### config.mk
export PLATFORM = sky130hd
export DESIGN_NAME = clsnc_dist
export DESIGN_NICKNAME = d
export VERILOG_FILES = /design/src/rtl/clsnc_pkg.sv /design/src/rtl/clsnc_dist.sv
export SDC_FILE = /design/constraint.sdc
export NUM_CORES = 2
export LEC_CHECK = 0
export ABC_AREA = 0
export BUFFER_PORTS_ARGS = -buffer_cell sky130_fd_sc_hd__buf_2
export CAP_MARGIN = 5
export CORE_MARGIN = 1
export CORE_UTILIZATION = 52
export CTS_BUF_LIST = sky130_fd_sc_hd__clkbuf_8 sky130_fd_sc_hd__clkbuf_16
export DETAILED_ROUTE_END_ITERATION = 10
export PLACE_DENSITY = 0.69
export SYNTH_ARGS = -nofsm -noshare
export SYNTH_HDL_FRONTEND = slang
export SYNTH_SLANG_ARGS = --single-unit
### constraint.sdc
create_clock -name clk_i -period 9.4 [get_ports clk_i]
set_input_delay 0.94 -clock clk_i [delete_from_list [all_inputs] [get_ports clk_i]]
set_output_delay 0.94 -clock clk_i [all_outputs]
set_load 0.01 [all_outputs]
### src/rtl/clsnc_pkg.sv
// Shared types, constants and state codes for the cell-list shell neighbor counter.
`timescale 1ns / 1ps
package clsnc_pkg;

  localparam int COORD_BITS     = 20;
  localparam int GRID_BITS      = 5;
  localparam int GRID_CELLS     = 1 << GRID_BITS;
  localparam int PT_ADDR_BITS   = 16;
  localparam int MAX_POINTS     = 1 << PT_ADDR_BITS;
  localparam int CELL_ADDR_BITS = 3 * GRID_BITS;
  localparam int NUM_CELLS      = 1 << CELL_ADDR_BITS;
  localparam int COUNT_BITS     = 16;
  localparam int SQ_BITS        = 2 * COORD_BITS;
  localparam int D2_BITS        = SQ_BITS + 2;

  typedef enum logic [1:0] {
    MODE_LOAD  = 2'd0,
    MODE_QUERY = 2'd1,
    MODE_CLEAR = 2'd2
  } mode_e;

  typedef enum logic [2:0] {
    ST_IDLE,
    ST_CLEAR,
    ST_LD_HEAD,
    ST_Q_CEN,
    ST_Q_CELL,
    ST_Q_HEAD,
    ST_Q_WALK,
    ST_Q_DRAIN
  } state_e;

  typedef struct packed {
    logic [1:0]            mode;
    logic [COORD_BITS-1:0] point_x;
    logic [COORD_BITS-1:0] point_y;
    logic [COORD_BITS-1:0] point_z;
    logic                  point_live;
    logic [15:0]           center_index;
    logic [COORD_BITS-1:0] radius_inner;
    logic [COORD_BITS-1:0] radius_outer;
  } in_t;

  typedef struct packed {
    logic [COUNT_BITS-1:0] neighbor_count;
    logic                  table_full;
  } out_t;

  // One word of the point memory: chain link plus the point itself.
  typedef struct packed {
    logic                    link_valid;
    logic [PT_ADDR_BITS-1:0] link;
    logic [COORD_BITS-1:0]   x;
    logic [COORD_BITS-1:0]   y;
    logic [COORD_BITS-1:0]   z;
    logic                    live;
  } pt_word_t;

  typedef struct packed {
    logic                    valid;
    logic [PT_ADDR_BITS-1:0] idx;
  } head_t;

  // A candidate point handed to the distance pipeline.
  typedef struct packed {
    logic                  valid;
    logic                  live;
    logic                  self;
    logic [COORD_BITS-1:0] x;
    logic [COORD_BITS-1:0] y;
    logic [COORD_BITS-1:0] z;
  } cand_t;

  function automatic logic [GRID_BITS-1:0] axis_cell(input logic [COORD_BITS-1:0] c);
    return c[COORD_BITS-1 -: GRID_BITS];
  endfunction

endpackage

### src/rtl/clsnc_dist.sv
// Distance pipeline: squares, shell compare and saturating neighbor count.
`timescale 1ns / 1ps
module clsnc_dist (
  input  logic                                clk_i,
  input  logic                                rst_ni,
  input  logic                                clear_i,
  input  clsnc_pkg::cand_t                    cand_i,
  input  logic [clsnc_pkg::COORD_BITS-1:0]    cen_x_i,
  input  logic [clsnc_pkg::COORD_BITS-1:0]    cen_y_i,
  input  logic [clsnc_pkg::COORD_BITS-1:0]    cen_z_i,
  input  logic [clsnc_pkg::SQ_BITS-1:0]       rin2_i,
  input  logic [clsnc_pkg::SQ_BITS-1:0]       rout2_i,
  output logic [clsnc_pkg::COUNT_BITS-1:0]    count_o,
  output logic                                busy_o
);

  logic                            v1_q, ok1_q, hit2_q, v2_q;
  logic [clsnc_pkg::SQ_BITS-1:0]   sqx_q, sqy_q, sqz_q;
  logic [clsnc_pkg::COORD_BITS-1:0] dx, dy, dz;
  logic [clsnc_pkg::D2_BITS-1:0]   d2;
  logic                            hit2_d;
  logic [clsnc_pkg::COUNT_BITS-1:0] count_q;

  assign dx = (cand_i.x > cen_x_i) ? cand_i.x - cen_x_i : cen_x_i - cand_i.x;
  assign dy = (cand_i.y > cen_y_i) ? cand_i.y - cen_y_i : cen_y_i - cand_i.y;
  assign dz = (cand_i.z > cen_z_i) ? cand_i.z - cen_z_i : cen_z_i - cand_i.z;

  assign d2 = {2'b00, sqx_q} + {2'b00, sqy_q} + {2'b00, sqz_q};
  assign hit2_d = v1_q && ok1_q && (d2 > {2'b00, rin2_i}) && (d2 < {2'b00, rout2_i});

  always_ff @(posedge clk_i) begin
    sqx_q <= {{clsnc_pkg::COORD_BITS{1'b0}}, dx} * {{clsnc_pkg::COORD_BITS{1'b0}}, dx};
    sqy_q <= {{clsnc_pkg::COORD_BITS{1'b0}}, dy} * {{clsnc_pkg::COORD_BITS{1'b0}}, dy};
    sqz_q <= {{clsnc_pkg::COORD_BITS{1'b0}}, dz} * {{clsnc_pkg::COORD_BITS{1'b0}}, dz};
    ok1_q <= cand_i.live && !cand_i.self;
    hit2_q <= hit2_d;
  end

  always_ff @(posedge clk_i or negedge rst_ni) begin
    if (!rst_ni) begin
      v1_q    <= 1'b0;
      v2_q    <= 1'b0;
      count_q <= '0;
    end else begin
      v1_q <= cand_i.valid;
      v2_q <= v1_q;
      if (clear_i) begin
        count_q <= '0;
      end else if (v2_q && hit2_q && (count_q != '1)) begin
        count_q <= count_q + 1'b1;
      end
    end
  end

  assign count_o = count_q;
  assign busy_o  = v1_q || v2_q;

endmodule

# == Yosys cells after proc, flatten, opt, wreduce, memory -nomap -nowiden ==
# Index checks and enable logic that the tools add are counted.
# classes
addsub,9
mul,3
n_lt_le_gt_ge,5
eq_ne,1
muxes,5
n_reduce_logical,9
# op_table
operator,count
$mul 20x20->40,3
$sub 20x20->20,6
$gt 20x20->1,3
$mux 20,3
$add 41x40->42,1
$gt 42x40->1,1
$lt 42x40->1,1
$add 40x40->41,1
$mux 16,2
$add 16x1->16 const B,1
$ne 16x16->1 const B,1
$logic_and 1x1->1,6
$reduce_bool 2->1,1
$logic_not 1->1,1
$logic_or 1x1->1,1
# totals
register_bits,140
input_bits,206
out_inout_bits,17

# == Logic depth before layout (Yosys ltp) ==
# depth
ltp_word,5
ltp_mapped,43

# == Least setup slack after synthesis ==
# No wires, ideal clock.
# synth_path
path_type,input port to flip-flop
start,in cand_i[20] (netlist bit)
end,reg sqy_q[38] (netlist bit)
arrival_time_ns,9.940
t_required_ns,9.282
slack_ns,-0.658
stages,41
n_path_buf,5
path_cell_list,inv_1 > ha_1 > inv_1 > fa_1 > nand3_1 > a211oi_2 > a2111oi_2 > a211oi_2 > buf_4 > buf_6 > buf_6 > buf_6 > a22oi_1 > xor2_1 > inv_1 > buf_2 > nor2_1 > inv_1 > [... 5 more ...] > inv_1 > fa_1 > fa_1 > fa_1 > fa_1 > ha_1 > o21ai_0 > nand2b_1 > and3_1 > inv_1 > nor3_1 > a21oi_1 > nor4_1 > nor4_1 > o41ai_1 > a211o_1 > a21oi_1 > xnor2_1
# synth_between
elab_chain_len,3
# synth_rtl
element,line,source
"start, declared",clsnc_dist.sv:7,"input clsnc_pkg::cand_t cand_i,"
$sub 20x20->20 / $gt 20x20->1 (equally long branches),clsnc_dist.sv:25,assign dy = (cand_i.y > cen_y_i) ? cand_i.y - cen_y_i : cen_y_i - cand_i.y;
$mux 20 (*),clsnc_dist.sv:25,
$mul 20x20->40 (*),clsnc_dist.sv:33,"sqy_q <= {{clsnc_pkg::COORD_BITS{1'b0}}, dy} * {{clsnc_pkg::COORD_BITS{1'b0}}, dy};"
"end signal, assigned",clsnc_dist.sv:33,
"end, declared",clsnc_dist.sv:18,"logic [clsnc_pkg::SQ_BITS-1:0] sqx_q, sqy_q, sqz_q;"
# Every way passes the cells marked *; elsewhere a longest branch is shown, timed or not.
# A chain may end at the register's enable or synchronous reset.

# == Final worst setup path ==
# layout_path
start,in cen_y_i[11] (netlist bit)
end,reg sqy_q[38] (netlist bit)
# layout_between
elab_chain_len,3
# layout_rtl
element,line,source
"start, declared",clsnc_dist.sv:9,"input logic [clsnc_pkg::COORD_BITS-1:0] cen_y_i,"
$sub 20x20->20 / $gt 20x20->1 (equally long branches),clsnc_dist.sv:25,
$mux 20 (*),clsnc_dist.sv:25,
$mul 20x20->40 (*),clsnc_dist.sv:33,
# Marks and branches as above.

==> impl_metrics.tcl <==
set metrics [dict create \
    layout_commonest_cell "inv_1" \
    yosysUniqueCellTypes 101 \
    clock_skew_ps 13.8 \
    dp_cells 7625 \
    grt_overflow 0 \
    hold_path.class "input pin to async pin" \
    holdBufCountCts 0 \
    slowest_delay_ps 580 \
    antenna_found_initial 5 \
    io_pins 223 \
    cp_max_fo 7 \
    multiInputGateArea_mm2 0.0414 \
    dieArea_mm2 0.0930 \
    wl_per_cell_um 17.2 \
    wl_met3_um 7600 \
    cp_data_required_time_ps 9780 \
    syn-instance-count 5380 \
    drv_cap 0 \
    crit_arrival_ps 9830 \
    dieWidth_um 305 \
    cts_tree "built" \
    cp-start-kind "input pin" \
    final_cells 7735 \
    setup_viol_count_final 2 \
    port_buffers 222 \
    cp_slowest_cell "fa_1" \
    htree_levels 4 \
    finalHoldViolCount 0 \
    grt_setup_unrepaired "true" \
    gp_congestion 0.974 \
    grt_use_total 0.288 \
    dr.max_layer_used "met5" \
    grt_pass1_wl_um 216000 \
    cts_buffers 17 \
    num_vias 41000 \
    rows 110 \
    cp-end-kind "flop" \
    tightestPinTransition_ps 1010 \
    ys_ff_latch 137 \
    slew_headroom 0.321 \
    timing.fmax_mhz 106 \
    remaining_drc_errors 0 \
    violations "setup timing" \
    final_core_util 0.669 \
    grt_max_degree 21 \
    layout_common_cells "inv_1, buf_4, fa_1, ha_1, nor2_1" \
    wl_met2_um 65600 \
    viasPerCell 5.30 \
    regArea_mm2 0.00283 \
    clockBufferDepth 2 \
    slew_viol_final 0 \
    hpwlAfterDp_um 116000 \
    firstDrtPassIters 9 \
    min_period_ps 9450 \
    syn-cell-area_mm2 0.0477 \
    whs_ps 423 \
    num-nets-final 8319 \
    ys_warn_count 0 \
    fillers 7193 \
    status "finished with violations" \
    drtIter0Drc 2431 \
    cts.clk_slew.worst_paths_ps 70 \
    start_util 0.528 \
    synth-edff-count 0 \
    clock_sinks 137 \
    ant_nets 0 \
    cpMostUsedCell "fa_1" \
    worstSkewPairLatency_ps 450 \
    path_class "input pin to flop" \
    cts_root_buf "clkbuf_16" \
    syn_avg_cell_area_um2 8.87 \
    syn_to_final_growth_pct 26.8 \
    ys_async_sr_fraction 0.131 \
    grt_pass1_vias 43400 \
    drive_above_1_share 0.259 \
    setup_slack_ps -51.5 \
    fp.dieH_um 305 \
    core_region_area_mm2 0.0904 \
    wirelength_met1_um 55200 \
    routed_wl_um 133000 \
    yosysSeqAreaShare 0.0594 \
    ys.flop_type "dfxtp_1" \
    fin_crit_sh 1.01 \
]
repair_timing:
action | 4_1_cts | 5_1_grt
endpoints found under the setup margin | 18 | 45
pin swaps | 24 | 188
resized for setup | 26 | 343
gates cloned | 0 | 0
buffers inserted | 9 | 69
kinds of logic after synthesis:
family / after synthesis / share of synthesized area
buffers and inverters: 1409 / 0.113
AOI/OAI and AO/OA: 813 / 0.113
adders and majority gates: 1573 / 0.551
and+or+nand+nor: 1151 / 0.107
other: 2 / 0.000157
DFF: 137 / 0.0594
muxes: 28 / 0.00624
xor gates and xnor gates: 267 / 0.0501
metrics by stage:
step | setup WS [ps] | instance area (um^2) | TNS, ps
2_1_floorplan | -24.3 | 48200 | -24.3
3_3_place_gp | -849 | 57600 | -13560
3_5_place_dp | -981 | 57600 | -18470
4_1_cts | -10.6 | 58400 | -10.6
5_1_grt | -423 | 60500 | -3120
6_report | -51.5 | 60500 | -71.3
layout make-up:
class	instances	share of cell area
multi-input combinational	3835	0.684
timing repair buffer	1285	0.156
inverter	1268	0.0790
sequential	137	0.0468
tap	1176	0.0243
clock buffer	18	0.00726
clock inverter	14	0.00250
antenna	2	0.0000827
per-layer routing:
layer | up-vias | track usage
li1 | 19200 | -
met1 | 20300 | 0.375
met2 | 1229 | 0.504
met3 | 254 | 0.0323
met4 | 6 | 0.0857
met5 | - | 0
critical path, delay by kind of cell:
family | cells | cell delay, ps
AND/OR/NAND/NOR | 5 | 850
XOR/XNOR | 2 | 240
adder cells (fa/ha/maj) | 9 | 4070
multiplexers | 1 | 310
buffers and inverters | 5 | 640
AO/OA/AOI/OAI | 11 | 2730
registers in the layout, indices dropped and copies added (netlist names):
signal / flops
ok1_q: 1
count_o: 16
v1_q: 1
hit2_q: 1
sqz_q: 39
v2_q: 1
sqy_q: 39
sqx_q: 39
cells in the mapped netlist, types with 7 or more instances:
| cell | number | area share |
|---|---|---|
| xnor2_1 | 172 | 0.032 |
| o21ai_0 | 120 | 0.013 |
| ha_1 | 689 | 0.18 |
| clkinv_1 | 12 | 0.00094 |
| a221oi_1 | 8 | 0.0015 |
| dfrtp_1 | 18 | 0.0094 |
| a211oi_1 | 21 | 0.0033 |
| o31ai_1 | 11 | 0.0017 |
| o21a_1 | 34 | 0.0054 |
| o211ai_1 | 16 | 0.0025 |
| nand2b_1 | 52 | 0.0068 |
| clkbuf_1 | 86 | 0.0068 |
| or3_1 | 17 | 0.0022 |
| a21o_1 | 160 | 0.025 |
| inv_1 | 1245 | 0.098 |
| nor2b_1 | 47 | 0.0062 |
| nor4_1 | 11 | 0.0014 |
| a211o_1 | 10 | 0.0018 |
| buf_2 | 43 | 0.0045 |
| nor2_1 | 429 | 0.034 |
| nor3_1 | 43 | 0.0045 |
| a31oi_1 | 24 | 0.0031 |
| fa_1 | 880 | 0.37 |
| nand4_1 | 44 | 0.0058 |
| inv_2 | 11 | 0.00087 |
| mux2i_1 | 20 | 0.0042 |
| a21oi_1 | 257 | 0.027 |
| o21ai_1 | 12 | 0.0013 |
| and3_1 | 19 | 0.0025 |
| nand2_1 | 380 | 0.030 |
| nand3_1 | 51 | 0.0054 |
| or2_2 | 17 | 0.0022 |
| xor2_1 | 88 | 0.016 |
| dfxtp_1 | 119 | 0.050 |
| o21bai_1 | 29 | 0.0046 |
| a21boi_0 | 7 | 0.0011 |
| a221o_1 | 9 | 0.0019 |
| and2_1 | 13 | 0.0017 |
path summary, 6_finish.rpt:
check	cells after the start	slack (ps)	end	startpoint
hold reg to reg	0	440	v2_q	v1_q
min in group clk_i	0	440	v2_q	v1_q
hold / removal	1	420	count_o[7]	rst_ni
setup / recovery	33	-50	sqy_q[38]	cen_y_i[11]
setup reg to reg	22	2170	hit2_q	sqz_q[3]
max in group asynchronous	1	8680	count_o[1]	rst_ni
Power is not shown: default switching activity piles up to over one toggle a cycle in this logic, so the estimate is an artifact.
