[config.mk]
export PLATFORM = sky130hd
export DESIGN_NAME = clsnc_ram
export DESIGN_NICKNAME = d
export VERILOG_FILES = /design/src/rtl/clsnc_ram.sv
export SDC_FILE = /design/constraint.sdc
export NUM_CORES = 1
export LEC_CHECK = 0
export ABC_AREA = 1
export BUFFER_PORTS_ARGS = -buffer_cell sky130_fd_sc_hd__buf_2
export CORE_ASPECT_RATIO = 1.1
export CORE_MARGIN = 1.5
export CORE_UTILIZATION = 60
export CTS_CLUSTER_SIZE = 30
export DETAILED_ROUTE_END_ITERATION = 12
export GPL_TIMING_DRIVEN = 0
export PLACE_DENSITY = 0.79
export SLEW_MARGIN = 5
export SYNTH_ARGS = -nofsm -noshare
export SYNTH_HDL_FRONTEND = slang
export SYNTH_SLANG_ARGS = --single-unit
[constraint.sdc]
create_clock -name clk_i -period 4.5 [get_ports clk_i]
set_clock_uncertainty 0.05 [all_clocks]
set_input_delay 1.125 -clock clk_i [delete_from_list [all_inputs] [get_ports clk_i]]
set_output_delay 1.125 -clock clk_i [all_outputs]
set_load 0.02 [all_outputs]
[src/rtl/clsnc_ram.sv]
// Generic single-port synchronous RAM with a registered read.
`timescale 1ns / 1ps
module clsnc_ram #(
  parameter int Width = 8,
  parameter int Depth = 16
) (
  input  logic                     clk_i,
  input  logic                     we_i,
  input  logic [$clog2(Depth)-1:0] addr_i,
  input  logic [Width-1:0]         wdata_i,
  output logic [Width-1:0]         rdata_o
);

  logic [Width-1:0] mem_q [Depth];
  logic [Width-1:0] rdata_q;

  always_ff @(posedge clk_i) begin
    if (we_i) begin
      mem_q[addr_i] <= wdata_i;
    end
    rdata_q <= mem_q[addr_i];
  end

  assign rdata_o = rdata_q;

endmodule

Word-level counts from Yosys, hierarchy flattened. Memory sizes are Yosys's and may differ from the RTL's. A register that Yosys moved wholly into a read port is not among the register bits. Index checks and enable logic that the tools add are counted.

Bits of input ports: 14. Memories: 1. Memory bits (writable): 128. Register bits after elaboration: 0. Word-level logic and storage cells: 3.

Muxes and demuxes: 2.

Memories: mem_q (words 16, width 8, rd ports 1, clocked after Yosys merged registers in 1, wr ports 1, line 14) `logic [Width-1:0] mem_q [Depth];`.

Operators with widths (number): $mux W1 (2).

Logic depth before layout (Yosys ltp). Gate-level depths: netlist (run 1).

Word-level depth: 2. Depth in mapped cells: 11. Mapped depth without buffers: 9.

Worst setup path after synthesis (run 1). OpenSTA, ideal clock, no wires.

Path kind: input to register. From: in addr_i[1]. To: mem mem_q[3][0], enable pin. Cell stages on the path: 4. Path slack: 1.948 ns. Arrival: 2.132 ns. Setup time: 0.370 ns. Data required time: 4.080 ns. Cells stage by stage: buf_2 -> clkbuf_1 -> nand3_1 -> nor2_1.

RTL lines: from (decl) (line 9) `input logic [$clog2(Depth)-1:0] addr_i,`; to (decl) (line 14).

Straight into the memory's write port.

Final worst setup path (run 1).
From: in addr_i[1]. To: mem mem_q[10][7], enable pin.

Straight into the memory's write port.

==> run metrics, run 1 <==
mapped cell area 0.00559 mm²; Detailed Routing Iterations Pass 1 7; initial antenna violation count 0; WP data arrival 2.64 ns; CTS tree yes; final slew viol count 0; critical path endpoint category register; ys flop type edfxtp_1; num ports 22; combinational family with the most area after synthesis simple AND/OR/NAND/NOR gates; initial core utilization 62.4%; num rows 36; Final Cycle Share 56.3%; most frequent cell after synthesis nand2_1; Final Hold Vio Count 0; flops & latches, synth 136; hpwl dp 7580 µm; top post-synthesis cells by count nand2_1 (346), edfxtp_1 (128), inv_1 (21), nor2_1 (18), buf_2 (12); worst-path fanout max 10; f_max 394 MHz; TNS Setup 0 ns; Detailed Route WL 12000 µm; Final setup viols 0; clk root buf clkbuf_8; power per cell area 446 mW/mm²; worst hold margin 0.647 ns; postcts setup bufs 0; Die X 95.1 µm; layout cell share with drive strength beyond 1 10.3%; # diodes 0; CTS Buf Count 17; RSZ-0062 raised after global routing false; Ys Warns 0; Min-Delay Path Class register to register; Synth top area share 68.7%; Final min period 2.54 ns; WL/cell 16.7 µm; DRC viols 0; post-synthesis mux area share 0%; async set-reset flop share out of synthesis 0%; global route overflow 0; Core ar. 0.00896 mm²; simple-gate share of the synthesized area 24.8%; pin count of the biggest net entering global routing 17; via count of the first global-routing pass 3681; library cells used by synthesis 11; RePlAce Congestion 0.923; post-synthesis adder-cell area fraction 0%; leakage power 0.00275 µW; VDD IR max 0.372 mV; Area growth syn-to-layout 13.7%; antenna viol nets, final 0; leading area contributor after synthesis edfxtp_1; Syn Inst Count 548; CTS clk-pin slew, worst paths 0.06 ns; Avg Cell Area, Syn 10.2 µm²; All-Layer GR Usage 26.5%; Worst setup SP type input port; DIE HEIGHT 104 µm; clock tree buffer depth 2; Critical Path RT 4.61 ns; Post-Syn Nets 562; port bufs 20; Synth Area in Compound Gates 0%; largest cells by area after synthesis edfxtp_1 (69%), nand2_1 (23%), dfxtp_1 (2.9%); drt initial violations 340; clock latency on the worst-skew pair 0.53 ns; CTS Hold Bufs 0; crit path kind input port to register; nets@finish 601; Post-synth EDFFs 128; Vias/cell 5.36; Slew headroom 47.1%; status finished, final reports clean; full die area 0.00991 mm²; post-synthesis sequential area ratio 71.6%; Worst Max-Slew Pin Slew 0.790 ns; first-pass GRT wire length 18500 µm; DR vias 3829; Synth Area in XOR/XNOR 0%; CTS Sinks 136; H-tree depth 4; CTS resizes 0; max-cap viol count 0
[worst paths after layout]
kind / from / end / slack (ns) / depth (start not counted)
max: addr_i[1] / mem_q[10][7] / 1.96 / 4
min: mem_q[10][2] / rdata_o[2] / 0.65 / 8
max reg2reg: mem_q[15][4] / rdata_o[4] / 3.40 / 8
min reg2reg: mem_q[10][2] / rdata_o[2] / 0.65 / 8
[critical path, cell delays in order]
cell and delay (ns):
buf_2 0.18, clkbuf_1 0.38, nand3_1 0.28, nor2_1 0.67
[sequential cells by signal, summed over array words and instances, names as in the netlist]
register	flops
mem_q	128
rdata_o	8
[cell type report]
type / count / area (µm²)
well taps: 114 / 143
inverters: 23 / 86.3
multi-input cells: 368 / 1390
clock buffers: 28 / 475
repair buffers: 20 / 100
plain buffers: 21 / 116
fillers: 615 / 2610
flip-flops and latches: 136 / 4000
clock inverters: 4 / 47.5
[logic make-up after synthesis]
| group | Yosys count |
|---|---|
| buffers and inverters | 44 |
| DFF | 136 |
| and+or+nand+nor | 368 |
[routing by layer]
metal / up-vias / global-route usage [%] / routed length (µm)
li1: 1829 / - / -
met1: 1781 / 34.4 / 4560
met2: 192 / 42.8 / 6110
met3: 27 / 7.09 / 1050
met4: 0 / 9.38 / 219
met5: - / 0 / 0
[layout by cell type, fill, tap and decap left out]
cell type	n
clkbuf_16	16
nor2_1	18
inv_1	21
clkinv_1	1
clkinvlp_4	1
buf_2	32
bufinv_16	1
dfxtp_1	8
clkbuf_1	12
nand3_1	4
nand2_1	346
buf_4	6
clkbuf_8	3
edfxtp_1	128
inv_2	1
clkinv_2	2
[power breakdown]
part | switching [µW] | total (µW) | internal, µW
Combinational | 134 | 182 | 48.5
Sequential | 7.20 | 1420 | 1420
Clock | 472 | 1230 | 760
[per-stage QoR]
stage,utilization [%],setup WS (ns),std cells,power [µW],cell area (µm²)
after floorplan,-,1.95,548,1560,5590
after global placement,65.1,1.53,682,1620,5840
after detailed placement,65.1,1.46,682,1630,5840
after CTS,70.9,2.00,714,2840,6360
after global routing,70.9,1.84,714,2910,6360
final,70.9,1.96,714,2840,6360
No activity file was read; power rests on OpenSTA's default activity.
==> inputs of run 2 (changes only) <==
--- a/config.mk
+++ b/config.mk
@@ -9,11 +9,11 @@
 export BUFFER_PORTS_ARGS = -buffer_cell sky130_fd_sc_hd__buf_2
 export CORE_ASPECT_RATIO = 1.1
 export CORE_MARGIN = 1.5
-export CORE_UTILIZATION = 60
+export CORE_UTILIZATION = 55
 export CTS_CLUSTER_SIZE = 30
 export DETAILED_ROUTE_END_ITERATION = 12
 export GPL_TIMING_DRIVEN = 0
-export PLACE_DENSITY = 0.79
+export PLACE_DENSITY = 0.76
 export SLEW_MARGIN = 5
 export SYNTH_ARGS = -nofsm -noshare
 export SYNTH_HDL_FRONTEND = slang
==> constraint.sdc (replaced) <==
create_clock -name clk_i -period 2.1 [get_ports clk_i]
set_clock_uncertainty 0.05 [all_clocks]
set_input_delay 0.525 -clock clk_i [delete_from_list [all_inputs] [get_ports clk_i]]
set_output_delay 0.525 -clock clk_i [all_outputs]
set_load 0.02 [all_outputs]
==> run metrics, run 2 (synthesized netlist as in run 1, its figures left out) <==
status finished, final reports clean; Hold Path Stages 1 (-7); crit-path cells buf_2 > clkbuf_1 > nand3_1 > nor2_1; CTS Buf Count 17 (unchanged); RSZ-0062 raised after global routing false; Final min period 1.98 ns; Final Cycle Share 94.3%; Min-Delay Path Class input port to register; pin count of the biggest net entering global routing 17 (unchanged); most frequent cells in the layout nand2_1 (346), edfxtp_1 (128), buf_2 (32); All-Layer GR Usage 24.7% (-1.8 points); Pwr Total 6320 µW (+120%); TNS Setup 0 ns (unchanged); postcts setup bufs 0 (unchanged); CTS Hold Bufs 0 (unchanged); Area growth syn-to-layout 14.8%; largest reg by FF count mem_q; worst r2r path cells 8 (unchanged); Vias/cell 5.34 (-0.37%); Detailed Routing Iterations Pass 1 5 (-2); nets@finish 601 (unchanged); initial antenna violation count 0 (unchanged); Worst setup SP type input port; fillers 736 (+20%); power per cell area 984 mW/mm² (+120%); f_max 505 MHz; final slew viol count 0 (unchanged); critical path's slowest cell nor2_1; delay-heaviest family, CP simple AND/OR/NAND/NOR gates; DR vias 3847 (+0.47%); drt initial violations 357 (+5.0%); Core ar. 0.00989 mm² (+10%); num rows 38 (+5.6%); Final Hold Vio Count 0 (unchanged); leakage power 0.00278 µW (+1.0%); crit path kind input port to register; Final setup viols 0 (unchanged); DRC viols 0 (unchanged); port bufs 20 (unchanged); most common cell after layout, fill and taps aside nand2_1; CTS resizes 0 (unchanged); Slew headroom 48.1% (+0.98 points); critical path endpoint category register; post-place setup slack -0.425 ns (-1.88 ns); hpwl dp 7790 µm (+2.7%); DIE HEIGHT 109 µm (+4.3%); RePlAce Congestion 0.914 (-0.94%); clk root buf clkbuf_8; initial core utilization 56.6% (-5.8 points); Worst Max-Slew Pin Slew 0.776 ns (-0.0146 ns); WP data arrival 2.08 ns (-0.56 ns); layout cell share with drive strength beyond 1 11.3% (+1.0 points); VDD IR max 0.647 mV (+74%); antenna viol nets, final 0 (unchanged); crit path buf inv count 2 (unchanged); clock latency on the worst-skew pair 0.52 ns (about the same); via count of the first global-routing pass 3797 (+3.2%); Final Worst Setup Slack 0.119 ns (-1.85 ns); Post-DP Area 0.00584 mm² (+0.13%); worst-path fanout max 10 (unchanged); placed insts 688 (+0.88%); slowest stage delay, CP 0.67 ns (about the same); num ports 22 (unchanged); max-cap viol count 0 (unchanged); full die area 0.0108 mm² (+8.8%); CTS Sinks 136 (unchanged); cell depth of the worst setup path 4 (unchanged); Non-Filler Instances 720 (+0.84%); clock tree buffer depth 2 (unchanged); Die X 99.1 µm (+4.3%); max FFs per register 128 (unchanged); # diodes 0 (unchanged); Detailed Route WL 12100 µm (+1.3%); CTS tree yes; Critical Path RT 2.20 ns (-2.41 ns); H-tree depth 4 (unchanged); cell area after layout 0.00642 mm² (+0.96%); first-pass GRT wire length 19000 µm (+2.8%); CTS clk-pin slew, worst paths 0.06 ns (about the same); global route overflow 0 (unchanged); WL/cell 16.8 µm (+0.49%)
[run 2: cell count changes in the layout (fill, tap and decap cells not counted), sizes merged]
cell      previous run  this run
bufinv               1         3
clkbuf              31        22
clkinv               3         9
clkinvlp             1         2
[run 2: metal layers]
layer / track usage (%) / vias to the layer above / wire length (µm)
met4: 14.4 / 0 / 521
li1: - / 1831 / -
met2: 40.0 / 186 / 5780
met3: 6.09 / 37 / 954
met5: 0 / - / 0
met1: 30.6 / 1793 / 4850
[run 2: path summary, 6_finish.rpt]
check	from	to	slack (ns)
worst max-delay path	addr_i[1]	mem_q[2][2]	0.12
worst min-delay path	wdata_i[1]	mem_q[13][1]	0.38
worst max register to register	mem_q[1][7]	rdata_o[7]	0.99
worst min register to register	mem_q[9][1]	rdata_o[1]	0.67
[run 2: layout make-up]
class	instances	area (µm²)	share of cell area (%)
plain buffers	21	116	1.81
clock buffers	19	422	6.57
clock inverters	13	155	2.42
inverters	23	86.3	1.34
multi-input cells	368	1390	21.6
flip-flops and latches	136	4000	62.4
well taps	120	150	2.34
repair buffers	20	100	1.56
[run 2: where the power goes]
group | internal, µW | switching, µW | leakage [µW]
Clock | 1800 | 1070 | 0.000279
Sequential | 3040 | 14.4 | 0.00122
Combinational | 104 | 293 | 0.00128
Total | 4940 | 1380 | 0.00278
[run 2: metrics by stage]
| step | util [%] | hold slack [ns] |
|---|---|---|
| finish | 64.9 | 0.382 |
| global route | 64.9 | 0.365 |
| CTS | 64.9 | 0.361 |
| detailed placement | 59.1 | 0.664 |
| global placement | 59.1 | 0.661 |
| floorplan | - | 0.574 |
==> inputs of run 3 (changes only) <==
--- a/config.mk
+++ b/config.mk
@@ -7,8 +7,7 @@
 export LEC_CHECK = 0
 export ABC_AREA = 1
 export BUFFER_PORTS_ARGS = -buffer_cell sky130_fd_sc_hd__buf_2
-export CORE_ASPECT_RATIO = 1.1
-export CORE_MARGIN = 1.5
+export CORE_MARGIN = 5
 export CORE_UTILIZATION = 55
 export CTS_CLUSTER_SIZE = 30
 export DETAILED_ROUTE_END_ITERATION = 12
==> run metrics, run 3 (synthesized netlist as in run 1, its figures left out) <==
WP data arrival 2.12 ns (+0.04 ns); Crit Reg-Reg Startpoint mem_q[7][2]; CTS Sinks 136 (unchanged); post-place setup slack -0.432 ns (-0.00704 ns); Final Worst Setup Slack 0.0725 ns (-0.0465 ns); Final Cycle Share 96.5% (+2.2 points); CTS tree yes; All-Layer GR Usage 20.9% (-3.8 points); worst-path fanout max 10 (unchanged); area occupied by multi-input gates 0.00139 mm² (+0.18%); Critical Path RT 2.19 ns (about the same); max FFs per register 128 (unchanged); hpwl dp 7610 µm (-2.2%); Final Hold Vio Count 0 (unchanged); crit path buf inv count 2 (unchanged); delay-heaviest family, CP simple AND/OR/NAND/NOR gates; fillers 682 (-7.3%); critical path's slowest cell nor2_1; Post-DP Area 0.00586 mm² (+0.28%); Core ar. 0.00986 mm² (-0.25%); Min-Delay Path Class input port to register; WL/cell 16.8 µm (-0.31%); slowest stage delay, CP 0.68 ns (about the same); clock latency on the worst-skew pair 0.51 ns (about the same); full die area 0.0123 mm² (+14%); VDD IR max 0.782 mV (+21%); initial antenna violation count 0 (unchanged); power per cell area 1040 mW/mm² (+5.4%); Worst Max-Slew Pin Slew 0.778 ns (+0.00233 ns); drt initial violations 358 (+0.28%); num rows 36 (-5.3%); placed insts 701 (+1.9%); # diodes 0 (unchanged); CTS Hold Bufs 0 (unchanged); CTS Buf Count 17 (unchanged); clock tree buffer depth 2 (unchanged); nets@finish 601 (unchanged); crit-path cells buf_2 > clkbuf_1 > nand3_1 > nor2_1; antenna viol nets, final 0 (unchanged); Worst setup SP type input port; Detailed Route WL 12300 µm (+1.5%); CTS clk-pin slew, worst paths 0.06 ns (about the same); Final min period 2.03 ns (+0.0465 ns); largest reg by FF count mem_q; Detailed Routing Iterations Pass 1 6 (+1); pin count of the biggest net entering global routing 17 (unchanged); initial core utilization 56.7% (+0.14 points); critical path endpoint category register; crit path kind input port to register; most common cell after layout, fill and taps aside nand2_1; via count of the first global-routing pass 3911 (+3.0%); Vias/cell 5.29 (-1.1%); Die X 111 µm (+12%); Worst setup startpoint addr_i[1]; DR vias 3875 (+0.73%); clk root buf clkbuf_8; worst hold margin 0.389 ns (+0.00628 ns); Slew headroom 48.0% (-0.16 points); H-tree depth 4 (unchanged); RSZ-0062 raised after global routing false; port bufs 20 (unchanged); most frequent cells in the layout nand2_1 (346), edfxtp_1 (128), buf_2 (32); DRC viols 0 (unchanged); Core Util, Final 66.2% (+1.3 points); status finished, final reports clean; layout cell share with drive strength beyond 1 11.7% (+0.33 points); RePlAce Congestion 0.849 (-7.1%); global route overflow 0 (unchanged); Final setup viols 0 (unchanged); register area 0.00400 mm² (unchanged); f_max 493 MHz (-2.3%); cell area after layout 0.00653 mm² (+1.7%); max-cap viol count 0 (unchanged); first-pass GRT wire length 19700 µm (+3.2%); DIE HEIGHT 111 µm (+1.9%); Worst Hold Launch wdata_i[5]; Area growth syn-to-layout 16.8%; num ports 22 (unchanged); Non-Filler Instances 733 (+1.8%); final slew viol count 0 (unchanged); leakage power 0.00283 µW (+1.7%)
run 3: changes by cell type in the layout (fill, tap and decap cells not counted):
cell / change
clkinvlp_4: -2
clkbuf_8: +2
clkinv_2: -3
nor2_1: -1
nor2_2: +1
clkinv_1: -1
bufinv_16: +3
inv_6: +1
run 3: power breakdown:
part | switching, µW | internal [µW] | leakage (µW) | total [µW]
Sequential | 15.1 | 3040 | 0.00122 | 3050
Clock | 1090 | 2240 | 0.000327 | 3330
Combinational | 290 | 104 | 0.00128 | 394
run 3: worst paths after layout:
path	to	slack, ns	cells past startpoint
worst min register to register	rdata_o[2]	0.67	8
worst max-delay path	mem_q[3][6]	0.07	4
worst max register to register	rdata_o[2]	0.99	8
worst min-delay path	mem_q[1][5]	0.39	1
run 3: layer usage:
metal / wire, µm / track usage [%] / up-vias
met5: 0 / 0 / -
met4: 365 / 8.87 / 0
met3: 884 / 4.26 / 36
met2: 6180 / 35.0 / 191
met1: 4860 / 26.5 / 1818
li1: - / - / 1830
run 3: area by class of cell:
| class | count | area share, % |
|---|---|---|
| buffer | 21 | 1.78 |
| clock buffer | 21 | 6.88 |
| clock inverter | 11 | 3.37 |
| inverter | 23 | 1.32 |
| multi-input combinational | 368 | 21.3 |
| sequential | 136 | 61.3 |
| tap | 133 | 2.55 |
| timing repair buffer | 20 | 1.53 |
run 3: per-stage QoR:
| stage | setup TNS [ns] | total power (µW) |
|---|---|---|
| after floorplan | 0 | 3340 |
| after global placement | -37.89 | 3480 |
| after detailed placement | -40.99 | 3490 |
| after CTS | 0 | 6780 |
| after global routing | 0 | 6970 |
| final | 0 | 6780 |
run 3: what timing repair did:
action / 4_1_cts / 5_1_grt
setup buffers: 0 / 0
resized for setup: 0 / 1
endpoints found under the setup margin: 0 / 8
